--- src/hdl/bcme_pkg.sv ---
// Package for the button chord MIDI encoder: status codes, register indexes,
// chord table and the tick descriptor passed from the front to the back part.
// No dependencies.
`timescale 1ns / 1ps

package bcme_pkg;

  localparam int NUM_BTN     = 6;
  localparam int NUM_CHORD   = 6;
  localparam int NUM_SEG     = 5;   // target and direction buttons
  localparam int NUM_REG     = 8;
  localparam int QUEUE_DEPTH = 2;

  localparam logic [7:0] ST_NOTE_ON   = 8'h90;
  localparam logic [7:0] ST_NOTE_OFF  = 8'h80;
  localparam logic [7:0] ST_CC        = 8'hB0;
  localparam logic [7:0] ST_KIND_MASK = 8'hF0;
  localparam logic [6:0] VEL_FULL     = 7'd127;

  typedef enum logic [2:0] {
    REG_CUE_REW  = 3'd0,
    REG_BAR_REW  = 3'd1,
    REG_BEAT_REW = 3'd2,
    REG_CUE_FWD  = 3'd3,
    REG_BAR_FWD  = 3'd4,
    REG_BEAT_FWD = 3'd5,
    REG_LOOP_CC  = 3'd6,
    REG_LED_CC   = 3'd7
  } reg_idx_t;

  localparam logic [6:0] REG_RESET [NUM_REG] = '{
    7'd1, 7'd2, 7'd3, 7'd4, 7'd5, 7'd6, 7'd100, 7'd64
  };

  // Chord k is sounded by its target button together with its direction button.
  localparam logic [2:0] CHORD_TARGET [NUM_CHORD] = '{
    3'd1, 3'd2, 3'd3, 3'd1, 3'd2, 3'd3
  };
  localparam logic [2:0] CHORD_DIR [NUM_CHORD] = '{
    3'd4, 3'd4, 3'd4, 3'd5, 3'd5, 3'd5
  };

  // One tick as the back part replays it: an optional loop CC first, then one
  // chord mask per target or direction button in button order.
  typedef struct packed {
    logic                           cc;
    logic                           cc_val;
    logic                           led;
    logic [NUM_SEG-1:0]             seg_on;
    logic [NUM_SEG-1:0][NUM_CHORD-1:0] seg_mask;
  } tick_t;

  function automatic logic [NUM_CHORD-1:0] chord_members(input logic [2:0] btn);
    logic [NUM_CHORD-1:0] m;
    m = '0;
    for (int k = 0; k < NUM_CHORD; k++) begin
      m[k] = (CHORD_TARGET[k] == btn) || (CHORD_DIR[k] == btn);
    end
    return m;
  endfunction

endpackage

--- src/hdl/bcme_front.sv ---
// Front part of the button chord MIDI encoder: takes one scan tick, updates
// button, chord and LED state and writes a tick descriptor. Uses bcme_pkg.
`timescale 1ns / 1ps

module bcme_front (
  input  logic             clk,
  input  logic             rst,
  input  logic             s_tvalid,
  output logic             s_tready,
  input  logic [31:0]      s_tdata,
  input  logic             s_tuser,
  input  logic [6:0]       led_cc,
  input  logic             full,
  output logic             push,
  output bcme_pkg::tick_t  tick
);
  import bcme_pkg::*;

  logic [NUM_BTN-1:0]   held;
  logic [NUM_CHORD-1:0] active;
  logic                 led;
  logic [NUM_BTN-1:0]   held_next;
  logic [NUM_CHORD-1:0] active_next;
  logic                 led_next;

  logic [NUM_BTN-1:0] pressed;
  logic [7:0]         in_status;
  logic [7:0]         in_data1;
  logic [7:0]         in_data2;

  assign pressed   = ~s_tdata[5:0];
  assign in_status = s_tdata[13:6];
  assign in_data1  = s_tdata[21:14];
  assign in_data2  = s_tdata[29:22];

  assign s_tready = !full;
  assign push     = s_tvalid && s_tready;

  always_comb begin
    logic [NUM_CHORD-1:0] mask;
    held_next   = held;
    active_next = active;
    led_next    = led;
    tick        = '0;
    mask        = '0;

    if (s_tuser && ((in_status & ST_KIND_MASK) == ST_CC) && (in_data1 == {1'b0, led_cc})) begin
      led_next = (in_data2 != 8'd0);
    end

    // Loop button reports the LED as it was, then toggles it.
    if (pressed[0] && !held[0]) begin
      held_next[0] = 1'b1;
      tick.cc      = 1'b1;
      tick.cc_val  = led_next;
      led_next     = !led_next;
    end else if (!pressed[0] && held[0]) begin
      held_next[0] = 1'b0;
    end

    for (int b = 1; b < NUM_BTN; b++) begin
      mask = '0;
      if (pressed[b] && !held[b]) begin
        held_next[b] = 1'b1;
        for (int k = 0; k < NUM_CHORD; k++) begin
          if (held_next[CHORD_TARGET[k]] && held_next[CHORD_DIR[k]] && !active_next[k]) begin
            mask[k] = 1'b1;
          end
        end
        active_next        = active_next | mask;
        tick.seg_on[b-1]   = 1'b1;
        tick.seg_mask[b-1] = mask;
      end else if (!pressed[b] && held[b]) begin
        held_next[b]       = 1'b0;
        mask               = active_next & chord_members(3'(b));
        active_next        = active_next & ~mask;
        tick.seg_mask[b-1] = mask;
      end
    end

    tick.led = led_next;
  end

  always_ff @(posedge clk) begin
    if (rst) begin
      held   <= '0;
      active <= '0;
      led    <= 1'b0;
    end else if (push) begin
      held   <= held_next;
      active <= active_next;
      led    <= led_next;
    end
  end

endmodule

--- src/hdl/bcme_queue.sv ---
// Two-entry queue of tick descriptors between the front and back parts.
// Uses bcme_pkg.
`timescale 1ns / 1ps

module bcme_queue (
  input  logic             clk,
  input  logic             rst,
  input  logic             push,
  input  bcme_pkg::tick_t  din,
  output logic             full,
  input  logic             pop,
  output logic             valid,
  output bcme_pkg::tick_t  dout
);
  import bcme_pkg::*;

  localparam int PTR_W = $clog2(QUEUE_DEPTH);
  localparam int CNT_W = $clog2(QUEUE_DEPTH + 1);

  tick_t             mem [QUEUE_DEPTH];
  logic [PTR_W-1:0]  wr_ptr;
  logic [PTR_W-1:0]  rd_ptr;
  logic [CNT_W-1:0]  count;

  assign full  = (count == CNT_W'(QUEUE_DEPTH));
  assign valid = (count != '0);
  assign dout  = mem[rd_ptr];

  always_ff @(posedge clk) begin
    if (push) begin
      mem[wr_ptr] <= din;
    end
  end

  always_ff @(posedge clk) begin
    if (rst) begin
      wr_ptr <= '0;
      rd_ptr <= '0;
      count  <= '0;
    end else begin
      if (push) begin
        wr_ptr <= (wr_ptr == PTR_W'(QUEUE_DEPTH - 1)) ? '0 : wr_ptr + 1'b1;
      end
      if (pop) begin
        rd_ptr <= (rd_ptr == PTR_W'(QUEUE_DEPTH - 1)) ? '0 : rd_ptr + 1'b1;
      end
      if (push && !pop) begin
        count <= count + 1'b1;
      end else if (pop && !push) begin
        count <= count - 1'b1;
      end
    end
  end

endmodule

--- src/hdl/bcme_back.sv ---
// Back part of the button chord MIDI encoder: replays one tick descriptor as
// a run of MIDI message items, one per cycle unless m_tready stalls the
// output, into an output register. Uses bcme_pkg.
`timescale 1ns / 1ps

module bcme_back (
  input  logic                                   clk,
  input  logic                                   rst,
  input  logic                                   q_valid,
  input  bcme_pkg::tick_t                        q_tick,
  output logic                                   q_pop,
  input  logic [bcme_pkg::NUM_CHORD-1:0][6:0]    notes,
  input  logic [6:0]                             loop_cc,
  output logic                                   m_tvalid,
  input  logic                                   m_tready,
  output logic [23:0]                            m_tdata,
  output logic                                   m_tuser,
  output logic                                   m_tlast
);
  import bcme_pkg::*;

  tick_t work;
  tick_t work_next;
  logic  work_valid;

  logic       issue;
  logic       last_item;
  logic       msg_valid;
  logic [7:0] msg_status;
  logic [6:0] msg_data1;
  logic [6:0] msg_data2;

  assign issue = work_valid && (!m_tvalid || m_tready);

  always_comb begin
    logic [2:0] seg;
    logic [2:0] bit_sel;
    logic       any_seg;
    work_next  = work;
    msg_valid  = 1'b0;
    msg_status = '0;
    msg_data1  = '0;
    msg_data2  = '0;
    seg        = '0;
    bit_sel    = '0;
    any_seg    = |work.seg_mask;

    for (int s = NUM_SEG - 1; s >= 0; s--) begin
      if (work.seg_mask[s] != '0) begin
        seg = 3'(s);
      end
    end
    for (int k = NUM_CHORD - 1; k >= 0; k--) begin
      if (work.seg_mask[seg][k]) begin
        bit_sel = 3'(k);
      end
    end

    if (work.cc) begin
      msg_valid    = 1'b1;
      msg_status   = ST_CC;
      msg_data1    = loop_cc;
      msg_data2    = work.cc_val ? VEL_FULL : 7'd0;
      work_next.cc = 1'b0;
    end else if (any_seg) begin
      msg_valid  = 1'b1;
      msg_status = work.seg_on[seg] ? ST_NOTE_ON : ST_NOTE_OFF;
      msg_data1  = notes[bit_sel];
      msg_data2  = work.seg_on[seg] ? VEL_FULL : 7'd0;
      work_next.seg_mask[seg][bit_sel] = 1'b0;
    end

    last_item = !(work_next.cc || (|work_next.seg_mask));
  end

  assign q_pop = q_valid && (!work_valid || (issue && last_item));

  always_ff @(posedge clk) begin
    if (rst) begin
      work_valid <= 1'b0;
    end else if (q_pop) begin
      work_valid <= 1'b1;
    end else if (issue && last_item) begin
      work_valid <= 1'b0;
    end
  end

  always_ff @(posedge clk) begin
    if (q_pop) begin
      work <= q_tick;
    end else if (issue) begin
      work <= work_next;
    end
  end

  always_ff @(posedge clk) begin
    if (rst) begin
      m_tvalid <= 1'b0;
    end else if (issue) begin
      m_tvalid <= 1'b1;
    end else if (m_tready) begin
      m_tvalid <= 1'b0;
    end
  end

  always_ff @(posedge clk) begin
    if (issue) begin
      m_tdata <= {1'b0, work.led, msg_data2, msg_data1, msg_status};
      m_tuser <= msg_valid;
      m_tlast <= last_item;
    end
  end

endmodule

--- src/hdl/button_chord_midi_encoder.sv ---
// Top level of the button chord MIDI encoder: configuration registers and the
// front part, tick queue and back part. Uses bcme_pkg, bcme_front,
// bcme_queue and bcme_back.
`timescale 1ns / 1ps

// Each input item is one button scan tick: six active-low button levels and
// an optional incoming MIDI message. The block answers with a run of result
// items, the final one marked by m_tlast. An incoming control change on the
// LED controller number sets the loop LED; a loop press sends a control
// change reporting the LED and toggles it; holding a target button (cue, bar,
// beat) with a direction button (rewind, forward) sounds one note per chord
// and releasing either button silences it. A tick that causes no message
// gives one item with the message flag low. The front part digests a tick in
// the cycle it is accepted and hands a compact descriptor to a two-entry
// queue; the back part then sends one result item per cycle unless m_tready
// stalls it, so a tick gives max(1, n) items, n being its message count (at
// most 13); the first item passes the queue, work and output registers.
// Ticks are accepted back to back while the queue has room. Configuration
// must be written only while the block is idle; the block does not enforce this.
module button_chord_midi_encoder (
  input  logic        clk,
  input  logic        rst,
  input  logic        s_tvalid,
  output logic        s_tready,
  // [0] loop_btn_n, [1] cue_btn_n, [2] bar_btn_n, [3] beat_btn_n,
  // [4] rewind_btn_n, [5] forward_btn_n, [13:6] midi_in_status,
  // [21:14] midi_in_data1, [29:22] midi_in_data2, [31:30] zero
  input  logic [31:0] s_tdata,
  // [0] midi_in_valid
  input  logic        s_tuser,
  output logic        m_tvalid,
  input  logic        m_tready,
  // [7:0] msg_status, [14:8] msg_data1, [21:15] msg_data2, [22] led_on,
  // [23] zero
  output logic [23:0] m_tdata,
  // [0] msg_valid
  output logic        m_tuser,
  output logic        m_tlast,
  input  logic        cfg_we,
  input  logic [2:0]  cfg_index,
  input  logic [6:0]  cfg_data
);
  import bcme_pkg::*;

  // Chord notes in chord order, then the two controller numbers.
  logic [NUM_CHORD-1:0][6:0] notes;
  logic [6:0]                loop_cc;
  logic [6:0]                led_cc;

  always_ff @(posedge clk) begin
    if (rst) begin
      for (int k = 0; k < NUM_CHORD; k++) begin
        notes[k] <= REG_RESET[k];
      end
      loop_cc <= REG_RESET[REG_LOOP_CC];
      led_cc  <= REG_RESET[REG_LED_CC];
    end else if (cfg_we) begin
      case (reg_idx_t'(cfg_index))
        REG_CUE_REW:  notes[0] <= cfg_data;
        REG_BAR_REW:  notes[1] <= cfg_data;
        REG_BEAT_REW: notes[2] <= cfg_data;
        REG_CUE_FWD:  notes[3] <= cfg_data;
        REG_BAR_FWD:  notes[4] <= cfg_data;
        REG_BEAT_FWD: notes[5] <= cfg_data;
        REG_LOOP_CC:  loop_cc  <= cfg_data;
        REG_LED_CC:   led_cc   <= cfg_data;
        default: begin
        end
      endcase
    end
  end

  tick_t front_tick;
  tick_t queue_tick;
  logic  push;
  logic  pop;
  logic  full;
  logic  queue_valid;

  // The front part classifies the tick and updates the button state.
  bcme_front u_front (
    .clk      (clk),
    .rst      (rst),
    .s_tvalid (s_tvalid),
    .s_tready (s_tready),
    .s_tdata  (s_tdata),
    .s_tuser  (s_tuser),
    .led_cc   (led_cc),
    .full     (full),
    .push     (push),
    .tick     (front_tick)
  );

  // The queue lets the front keep taking ticks while messages drain.
  bcme_queue u_queue (
    .clk   (clk),
    .rst   (rst),
    .push  (push),
    .din   (front_tick),
    .full  (full),
    .pop   (pop),
    .valid (queue_valid),
    .dout  (queue_tick)
  );

  // The back part serializes each descriptor into message items.
  bcme_back u_back (
    .clk      (clk),
    .rst      (rst),
    .q_valid  (queue_valid),
    .q_tick   (queue_tick),
    .q_pop    (pop),
    .notes    (notes),
    .loop_cc  (loop_cc),
    .m_tvalid (m_tvalid),
    .m_tready (m_tready),
    .m_tdata  (m_tdata),
    .m_tuser  (m_tuser),
    .m_tlast  (m_tlast)
  );

endmodule

--- config.mk ---
export PLATFORM = sky130hd
export DESIGN_NAME = button_chord_midi_encoder
export DESIGN_NICKNAME = d
export VERILOG_FILES = /design/src/hdl/bcme_pkg.sv /design/src/hdl/bcme_front.sv /design/src/hdl/bcme_queue.sv /design/src/hdl/bcme_back.sv /design/src/hdl/button_chord_midi_encoder.sv
export SDC_FILE = /design/constraint.sdc
export NUM_CORES = 1
export LEC_CHECK = 0
export ABC_AREA = 1
export BUFFER_PORTS_ARGS = -buffer_cell sky130_fd_sc_hd__buf_4
export CAP_MARGIN = 20
export CORE_ASPECT_RATIO = 1.25
export CORE_UTILIZATION = 55
export DETAILED_ROUTE_END_ITERATION = 7
export GPL_TIMING_DRIVEN = 0
export PLACE_DENSITY = 0.74
export SLEW_MARGIN = 5
export SYNTH_ARGS = -nofsm -noshare
export SYNTH_HDL_FRONTEND = slang
export SYNTH_SLANG_ARGS = --single-unit
--- constraint.sdc ---
create_clock -name clk -period 4.55 [get_ports clk]
set_input_delay 0 -clock clk [delete_from_list [all_inputs] [get_ports clk]]
set_output_delay 0 -clock clk [all_outputs]
set_load 0.02 [all_outputs]
==> flow_summary.toml <==
[run_status]
status = "completed"

[floorplan]
start_util_pct = 56.6
core_area_um2 = 17600
fp.dieW_um = 122
num_rows = 54
dieHeight_um = 153
die_area_um2 = 18700
io_pins = 76

[worst_setup_path]
endpoint_kind = "flop"
start_kind = "flop"
startpoint = "u_back.work[2]$_DFFE_PP_"
reg2reg_from = "u_back.work[2]$_DFFE_PP_"
cp.required_ns = 4.94
worstPathArrival_ns = 4.66
crit_fanout = 10
crit_type = "flop to flop"

[placed_design]
port_buffers = 53
place.gp.congestion = 0.961
place_inst = 1397
hpwl_mm = 17.9

[route]
drc_errors = 0
wirelength_mm = 24.4
drtPass1Iterations = 6
detail_route.wl_per_cell_um = 16.8
via_per_inst = 5.46
detail-route-antenna-nets = 0
drt_iter0_markers = 652
num_vias = 7922

[sta]
slew_violations = 0
tightest_slew_ns = 0.787
fmax_ghz = 0.234
fin_crit_sh_pct = 93.8
slew_headroom_pct = 47.5
skew_ns = 0.0164
fin_crit_ns = 4.27
setup_viol = 0
final-hold-violation-count = 0

[clock_tree]
cts_buffer_depth = 3
numCtsBuffers = 21
clock-sinks = 203
postCtsSetupRepairBufs = 0
root_buffer = "clkbuf_16"
cts_tree = "yes"
ctsHtreeMaxLevel = 1
clk_latency_ns = 0.50
clk_pin_slew_ns = 0.06

[pwr]
p_per_area_nw_per_um2 = 647
peakVddDrop_v = 0.000326
power.leakage_nw = 4.90

[synth]
yosys_warnings = 0
synth_seq_area_share_pct = 53.4
yosysUniqueCellTypes = 48
yosysTopAreaCell = "edfxtp_1"
ys_seq_elements = 203
syn_area_per_cell_um2 = 8.98
synthTopCellsByArea = "edfxtp_1, dfxtp_1, nand2_1"
syn_inst = 1112
synth_area_um2 = 9980
synth_top_cell_area_share_pct = 38.2

[layout]
syn_to_final_growth_pct = 16.2
final_cell_mix = "nand2_1, nor2_1, edfxtp_1"
finalNetCount = 1264
final_util_pct = 65.8
mostFrequentLayoutCell = "nand2_1"
drive_above_1_share_pct = 16.3
layout.cells.non_filler = 1450
insertedDiodeCount = 0

[worst_hold_path]
min_path_type = "primary input to flop"
hold_path_startpoint = "cfg_data[4]"

[grt]
grt_antenna_before_repair = 0
gr-usage-all-layers_pct = 26.6
grt_pass1_vias = 7539
grt_pass1_wl_mm = 38.3
overflow = 0
grt_max_degree = 32

[run]
maxCapViolations = 0
what timing repair did:
| item | 4_1_cts | 5_1_grt |
|---|---|---|
| setup endpoints to repair | 0 | 22 |
| resized for setup | 0 | 2 |
| hold buffers | 15 | 0 |
| hold endpoints to repair | 43 | 0 |
cells in the mapped netlist (all sizes together):
master	count
a211oi	4
a21o	1
a21oi	48
a22o	7
a32oi	1
and3	1
buf	36
clkbuf	17
clkinv	4
conb	1
dfxtp	76
edfxtp	127
ha	5
inv	127
mux2i	30
nand2	202
nand3	40
nand3b	2
nand4	13
nor2	176
nor3	20
nor4	17
o211ai	2
o21ai	132
o21bai	3
o22ai	7
o31ai	3
o41ai	1
or2	3
xnor2	1
xor2	5
cell families after synthesis:
family                   after synthesis  share of synthesized area, %
AO/OA/AOI/OAI                        209                          13.0
XOR/XNOR                               6                         0.526
adder cells (fa/ha/maj)                5                         0.627
buffers and inverters                184                          8.22
flip-flops                           203                          53.4
multiplexers                          30                          3.01
other                                  1                        0.0376
AND/OR/NAND/NOR                      474                          21.2
cell type report:
type	instances	area, um2
Clock inverter	12	120
Sequential cell	203	5340
Tap cell	224	280
Multi-Input combinational cell	730	3860
Fill cell	1398	6030
Buffer	53	324
Inverter	131	497
Clock buffer	26	564
Timing Repair Buffer	71	616
flip-flops by register name, summed over array words and instances, names as in the netlist, named ones only:
name               count
u_queue.mem           76
notes                 42
u_back.work           38
u_back.m_tdata        11
led_cc                 7
loop_cc                7
u_front.active         6
u_front.held           6
u_queue.count          2
u_back.m_tlast         1
u_back.m_tuser         1
u_back.m_tvalid        1
u_back.work_valid      1
u_front.led            1
u_queue.rd_ptr         1
u_queue.wr_ptr         1
critical path, cell delays in order, from the launching register on:
cell and delay (ns):
edfxtp_1 0.48, nor2_2 0.18, nand3_4 0.15, inv_2 0.14
nand2_2 0.12, nor2_2 0.24, nand2_1 0.11, nand2_1 0.07
inv_1 0.05, nand3_2 0.08, nand3_2 0.10, buf_2 0.22
o21ai_0 0.28, nand2_1 0.11, nor2_2 0.20, nand2_1 0.10
nor2_1 0.18, nand3_1 0.11, nand2_2 0.14, nand2_4 0.13
buf_6 0.19, ha_1 0.30, a21oi_1 0.12, o21ai_0 0.12
o21ai_0 0.18, a21oi_1 0.06
power by group:
| part | switching, mW | leakage, nW | total (mW) | internal [mW] |
|---|---|---|---|---|
| Sequential | 0.271 | 1.85 | 2.87 | 2.60 |
| Clock | 0.701 | 0.333 | 1.70 | 1.00 |
| Combinational | 1.90 | 2.72 | 2.94 | 1.04 |
layer usage:
layer / wire [um] / GRT usage (%) / up-vias
li1: - / - / 3909
met5: 0 / 0 / -
met3: 1370 / 3.78 / 82
met2: 12400 / 47.4 / 302
met1: 9370 / 30.4 / 3629
met4: 1210 / 13.4 / 0
path summary, 6_finish.rpt:
check                                  endpoint  slack [ns]  depth (start not counted)
hold / removal           notes[25]$_SDFFE_PP0P_       0.004                          3
hold reg to reg    u_back.m_tdata[22]$_DFFE_PP_        0.42                          0
setup / recovery  u_queue.count[1]$_SDFFE_PP0P_        0.28                         25
setup reg to reg  u_queue.count[1]$_SDFFE_PP0P_        0.28                         25
metrics by stage:
step	power, mW	worst slack, ns	area (um2)	hold WS [ns]	TNS [ns]
2_1_floorplan	4.92	0.949	10000	0.206	0
3_3_place_gp	5.69	-0.142	10700	0.358	-4.32
6_report	7.51	0.284	11600	0.00392	0
3_5_place_dp	5.80	0.158	10800	0.364	0
5_1_grt	7.92	-0.00548	11600	0.0245	-0.00548
4_1_cts	7.52	0.149	11600	0.00216	0
No activity file was read; power rests on OpenSTA's default activity.
